## src/sv/plar_pkg.sv

```systemverilog
// Shared types, constants and helper functions for the polyline resampler.
`timescale 1ns / 1ps
package plar_pkg;

   localparam int MAX_IMAGES = 8;
   localparam int MAX_DIMS   = 8;
   localparam int STORE_CAP  = MAX_IMAGES * MAX_DIMS;
   localparam int ADDR_W     = $clog2(STORE_CAP);
   localparam int IMG_W      = $clog2(MAX_IMAGES);
   localparam int DIM_W      = $clog2(MAX_DIMS);
   localparam int CNT_W      = 4;
   localparam int LOAD_W     = ADDR_W + 1;

   typedef enum logic [1:0] {
      REG_INV_MASS    = 2'd0,
      REG_STEP_TIME   = 2'd1,
      REG_IMAGE_COUNT = 2'd2,
      REG_DIM_COUNT   = 2'd3
   } csr_index_type;

   typedef enum logic [1:0] {
      ALU_MUL  = 2'd0,
      ALU_DIV  = 2'd1,
      ALU_SQRT = 2'd2
   } alu_op_type;

   typedef enum logic [1:0] {
      ALU_IDLE = 2'd0,
      ALU_RUN  = 2'd1,
      ALU_DONE = 2'd2
   } alu_state_type;

   typedef enum logic [4:0] {
      S_IDLE, S_QDIV, S_GAIN1, S_GAIN2,
      S_LEN_RA, S_LEN_RB, S_LEN_SQ, S_LEN_RT,
      S_FRAC, S_TGT, S_WALK, S_FDIV,
      S_INT_RA, S_INT_RB, S_INT_MUL,
      S_COPY_RD, S_COPY_WR
   } ctrl_state_type;

   typedef struct packed {
      logic [31:0]      inv_mass;
      logic [31:0]      step_time;
      logic [CNT_W-1:0] image_count;
      logic [CNT_W-1:0] dim_count;
   } cfg_type;

   typedef struct packed {
      logic       go;
      alu_op_type op;
   } alu_req_type;

   function automatic logic [CNT_W-1:0] clamp_images(input logic [CNT_W-1:0] v);
      if (v < CNT_W'(2)) return CNT_W'(2);
      else if (v > CNT_W'(MAX_IMAGES)) return CNT_W'(MAX_IMAGES);
      else return v;
   endfunction

   function automatic logic [CNT_W-1:0] clamp_dims(input logic [CNT_W-1:0] v);
      if (v < CNT_W'(1)) return CNT_W'(1);
      else if (v > CNT_W'(MAX_DIMS)) return CNT_W'(MAX_DIMS);
      else return v;
   endfunction

   // target spacing: floor((2^31 - 1) / (images - 1))
   function automatic logic [31:0] step_of(input logic [CNT_W-1:0] n);
      case (n)
         CNT_W'(2): return 32'h7FFFFFFF / 32'd1;
         CNT_W'(3): return 32'h7FFFFFFF / 32'd2;
         CNT_W'(4): return 32'h7FFFFFFF / 32'd3;
         CNT_W'(5): return 32'h7FFFFFFF / 32'd4;
         CNT_W'(6): return 32'h7FFFFFFF / 32'd5;
         CNT_W'(7): return 32'h7FFFFFFF / 32'd6;
         CNT_W'(8): return 32'h7FFFFFFF / 32'd7;
         default:   return 32'h7FFFFFFF;
      endcase
   endfunction

   function automatic logic [31:0] sat32(input logic signed [63:0] x);
      if (x > 64'sd2147483647) return 32'h7FFFFFFF;
      else if (x < -64'sd2147483648) return 32'h80000000;
      else return x[31:0];
   endfunction

endpackage

```

## src/sv/plar_alu.sv

```systemverilog
// Shared iterative arithmetic unit: signed multiply, restoring divide, integer square root.
`timescale 1ns / 1ps
module plar_alu import plar_pkg::*; (
   input  logic        clock,
   input  logic        reset,
   input  alu_req_type req,
   input  logic [63:0] opa,
   input  logic [63:0] opb,
   output logic        done,
   output logic [63:0] result
);

   alu_state_type state_ff, state_in;
   alu_op_type    op_ff, op_in;
   logic [5:0]    cnt_ff, cnt_in;
   logic [63:0]   x_ff, x_in;
   logic [63:0]   y_ff, y_in;
   logic [34:0]   rem_ff, rem_in;
   logic [63:0]   root_ff, root_in;
   logic [63:0]   bit_ff, bit_in;
   logic [63:0]   res_ff, res_in;

   logic signed [65:0] prod;
   logic [34:0]        rem_sh;
   logic [63:0]        trial;
   logic               last_iter;

   assign prod   = $signed(x_ff[32:0]) * $signed(y_ff[32:0]);
   assign rem_sh = {rem_ff[33:0], x_ff[63]};
   assign trial  = root_ff + bit_ff;

   always_comb begin
      case (op_ff)
         ALU_MUL:  last_iter = 1'b1;
         ALU_DIV:  last_iter = (cnt_ff == 6'd63);
         ALU_SQRT: last_iter = (cnt_ff == 6'd31);
         default:  last_iter = 1'b1;
      endcase
   end

   // next state
   always_comb begin
      state_in = state_ff;
      case (state_ff)
         ALU_IDLE: if (req.go) state_in = ALU_RUN;
         ALU_RUN:  if (last_iter) state_in = ALU_DONE;
         ALU_DONE: state_in = ALU_IDLE;
         default:  state_in = ALU_IDLE;
      endcase
   end

   // outputs
   always_comb begin
      done   = (state_ff == ALU_DONE);
      result = res_ff;
   end

   // datapath
   always_comb begin
      op_in   = op_ff;
      cnt_in  = cnt_ff;
      x_in    = x_ff;
      y_in    = y_ff;
      rem_in  = rem_ff;
      root_in = root_ff;
      bit_in  = bit_ff;
      res_in  = res_ff;
      case (state_ff)
         ALU_IDLE: begin
            if (req.go) begin
               op_in   = req.op;
               x_in    = opa;
               y_in    = opb;
               rem_in  = '0;
               root_in = '0;
               bit_in  = 64'h4000000000000000;
               cnt_in  = '0;
            end
         end
         ALU_RUN: begin
            cnt_in = cnt_ff + 6'd1;
            case (op_ff)
               ALU_MUL: res_in = prod[63:0];
               ALU_DIV: begin
                  // one quotient bit per cycle
                  if (rem_sh >= {1'b0, y_ff[33:0]}) begin
                     rem_in = rem_sh - {1'b0, y_ff[33:0]};
                     x_in   = {x_ff[62:0], 1'b1};
                  end else begin
                     rem_in = rem_sh;
                     x_in   = {x_ff[62:0], 1'b0};
                  end
                  res_in = x_in;
               end
               ALU_SQRT: begin
                  // one root bit per cycle
                  if (x_ff >= trial) begin
                     x_in    = x_ff - trial;
                     root_in = (root_ff >> 1) + bit_ff;
                  end else begin
                     root_in = root_ff >> 1;
                  end
                  bit_in = bit_ff >> 2;
                  res_in = root_in;
               end
               default: res_in = res_ff;
            endcase
         end
         default: ;
      endcase
   end

   always_ff @(posedge clock) begin
      if (reset) begin
         state_ff <= ALU_IDLE;
      end else begin
         state_ff <= state_in;
      end
      op_ff   <= op_in;
      cnt_ff  <= cnt_in;
      x_ff    <= x_in;
      y_ff    <= y_in;
      rem_ff  <= rem_in;
      root_ff <= root_in;
      bit_ff  <= bit_in;
      res_ff  <= res_in;
   end

endmodule

```

## config.mk

```make
export PLATFORM = sky130hd
export DESIGN_NAME = plar_alu
export DESIGN_NICKNAME = d
export VERILOG_FILES = /design/src/sv/plar_pkg.sv /design/src/sv/plar_alu.sv
export SDC_FILE = /design/constraint.sdc
export NUM_CORES = 2
export LEC_CHECK = 0
export ABC_CLOCK_PERIOD_IN_PS = 10400
export BUFFER_PORTS_ARGS = -buffer_cell sky130_fd_sc_hd__buf_2
export CAP_MARGIN = 20
export CORE_UTILIZATION = 25
export DETAILED_ROUTE_END_ITERATION = 8
export PLACE_DENSITY = 0.37
export SLEW_MARGIN = 20
export SYNTH_ARGS = -nofsm -noshare
export SYNTH_HDL_FRONTEND = slang
export SYNTH_SLANG_ARGS = --single-unit
```

## constraint.sdc

```tcl
create_clock -name clock -period 10.4 [get_ports clock]
set_input_delay 0.52 -clock clock [delete_from_list [all_inputs] [get_ports clock]]
set_output_delay 0.52 -clock clock [all_outputs]
set_load 0.01 [all_outputs]
```

==> results.py <==
metrics = {
    "outcome": {
        "status": "finished clean",
    },
    "worst_setup_path": {
        "critPathLaunchType": "flip-flop",
        "crit_fanout": 16,
        "crit_top_cell": "fa_1",
        "endpoint_kind": "flip-flop",
        "path_delay_family": "adder cells",
        "crit_buf_inv": 8,
        "reg2reg_depth": 28,
        "worstPathArrival_ps": 10260,
        "max_stage_delay_ps": 890,
        "crit_slowest_cell": "edfxtp_1",
        "critPathRequiredTime_ps": 10790,
        "crit_type": "reg2reg",
        "rr_startpoint": "x_ff[10]",
        "reg2reg_slack_ps": 530,
        "r2r-end": "result[62]",
    },
    "yosys": {
        "synth_fp_nets": 8331,
        "synthArstFlopShare_pct": 0,
        "synth_fa_ha_area_share_pct": 44.4,
        "synthFlopType": "edfxtp_1",
        "synth_area_um2": 61600,
        "synth.most_common_cell": "inv_1",
        "synthCells": 6691,
        "synth-simple-area-share_pct": 15.8,
        "yosys-top-cells-area": "fa_1, edfxtp_1, ha_1",
        "synth_warnings": 0,
        "ys_ff_latch": 302,
        "synth_top_family_by_area": "adder cells",
        "synth_cell_types": 86,
        "yosysTopAreaCell": "fa_1",
        "ys_seq_area_share_pct": 14.7,
        "synth_top_cell_area_share_pct": 36.6,
        "synth-edff-count": 300,
        "synth_compound_gate_area_share_pct": 10.7,
        "synth.area.mux_share_pct": 1.19,
        "yosys.area_share.xor_xnor_pct": 3.76,
        "synthTopCellsByCount": "inv_1, fa_1, nand2_1, and2_1, ha_1",
        "synth.avg_cell_area_um2": 9.20,
    },
    "finish": {
        "num-fill-cells": 26244,
        "drive_gt1_share_pct": 6.85,
        "finalInstanceArea_um2": 68100,
        "register_area_um2": 9050,
        "multi_input_area_um2": 46800,
        "area_growth_pct": 10.6,
        "num-nets-final": 8376,
        "final_core_utilization_pct": 27.9,
    },
    "global_routing": {
        "grt_usage_pct": 18.2,
        "first_global_vias": 51086,
        "overflow": 0,
        "grt_max_degree": 73,
        "grt_first_pass_wirelength_um": 339000,
        "antenna_found_initial": 22,
    },
    "drt": {
        "wl_um": 221000,
        "wire_per_inst_um": 22.2,
        "initialDrtViolationCount": 2740,
        "drcViolationCount": 0,
        "ant_nets": 0,
        "first_pass_iters": 6,
        "num_vias": 47055,
        "drt-vias-per-instance": 4.71,
    },
    "placed_design": {
        "port_buffers": 167,
        "place_hpwl_um": 185000,
        "place_area_um2": 66400,
        "place_congestion": 0.864,
    },
    "timing": {
        "fin_setup_tns_ps": 0,
        "final_max_slew_viol_count": 0,
        "hold_viol": 0,
        "maxSlewHeadroom_pct": 24.6,
        "post-route-period-util_pct": 94.9,
        "max_slew.worst_pin.slew_ps": 1120,
        "rsz0062_at_grt": "no",
        "skew_ps": 43.6,
        "max_freq_mhz": 101,
        "fin_crit_ps": 9870,
        "finalSetupViolCount": 0,
    },
    "floorplan": {
        "num_io_pins": 198,
        "die-area_um2": 248000,
        "die_y_um": 498,
        "die_x_um": 498,
        "rows": 181,
        "core-area_um2": 244000,
        "initial_core_util_pct": 25.2,
    },
    "clock_tree": {
        "cts_resized": 0,
        "clk_path_buf_depth": 3,
        "path_clk_slew_ps": 70,
        "cts_tree": "done",
        "clkLatencyLatePin_ps": 680,
        "cts_buffers": 47,
        "post-cts-setup-buffer-count": 0,
        "cts_sinks": 302,
        "cts_htree_levels": 2,
        "cts_root_buf": "clkbuf_16",
        "cts_hold_buf": 15,
    },
    "run": {
        "maxCapViolations": 0,
    },
    "worst_hold_path": {
        "hp-class": "in2reg",
        "min_path_cells": 1,
        "hold-path-endpoint": "y_ff[33]",
        "worstHoldStart": "opb[33]",
    },
}
cells by family (layout without fill, tap and decap cells):
group           Yosys count  after routing
simple gates           1981           1981
buf+inv                1541           1624
fa+ha+maj              1507           1507
compound gates         1024           1024
flops                   302            302
xor+xnor                264            264
mux                      72             72
other cells               0              7
stage by stage:
stage	std cells	hold WS [ps]	setup slack, ps
finish	9983	58.7	531
global route	9977	30.7	145
CTS	9976	2.85	513
detailed placement	9874	583	561
global placement	9873	581	595
floorplan	6691	557	2120
state kept, by name (all words and copies together) (netlist names):
signal,count
root_ff,64
bit_ff,32
op_ff,2
result,64
state_ff,2
y_ff,34
x_ff,64
cnt_ff,6
rem_ff,34
cell type report:
| class | instances | area share (%) |
|---|---|---|
| flip-flops and latches | 302 | 13.3 |
| inverters | 1200 | 6.62 |
| diodes | 7 | 0.0257 |
| well taps | 3202 | 5.89 |
| repair buffers | 337 | 3.22 |
| multi-input cells | 4848 | 68.7 |
| clock inverters | 29 | 0.447 |
| clock buffers | 58 | 1.80 |
cells in the final DEF (no fill, tap or decap), types with 47 or more instances in the layout:
| master | netlist | routed |
|---|---|---|
| o21ai_0 | 203 | 203 |
| nand4_1 | 50 | 50 |
| o21bai_1 | 49 | 49 |
| edfxtp_1 | 300 | 300 |
| mux2i_1 | 60 | 60 |
| nand2_1 | 772 | 772 |
| and3_1 | 52 | 52 |
| buf_4 | 3 | 151 |
| a21oi_1 | 278 | 276 |
| xor2_1 | 109 | 109 |
| inv_1 | 1197 | 1196 |
| clkbuf_16 | 0 | 47 |
| and2_1 | 600 | 600 |
| fa_1 | 1127 | 1127 |
| ha_1 | 380 | 378 |
| a21o_1 | 84 | 83 |
| a31oi_1 | 82 | 82 |
| nor2_1 | 271 | 269 |
| nor3_1 | 62 | 62 |
| buf_2 | 8 | 167 |
| xnor2_1 | 155 | 155 |
how the worst max path moves through the flow:
| stage | start | end | depth (start not counted) |
|---|---|---|---|
| CTS | x_ff[10] | result[62] | 28 |
| global route | x_ff[10] | result[62] | 28 |
| floorplan | root_ff[26] | x_ff[0] | 23 |
| global placement | x_ff[10] | result[62] | 28 |
| detailed placement | x_ff[10] | result[62] | 28 |
| finish | x_ff[10] | result[62] | 28 |
per-layer routing:
layer | global-route usage, % | vias to the layer above | wire (µm) | part of all wire, %
met3 | 1.30 | 141 | 7500 | 3.4
met4 | 3.50 | 0 | 4490 | 2.0
met1 | 24.6 | 24633 | 100000 | 45
met5 | 0 | - | 0 | 0
met2 | 31.8 | 911 | 110000 | 49
li1 | - | 21370 | - | -
Power is not shown: default switching activity piles up to over one toggle a cycle in this logic, so the estimate is an artifact.
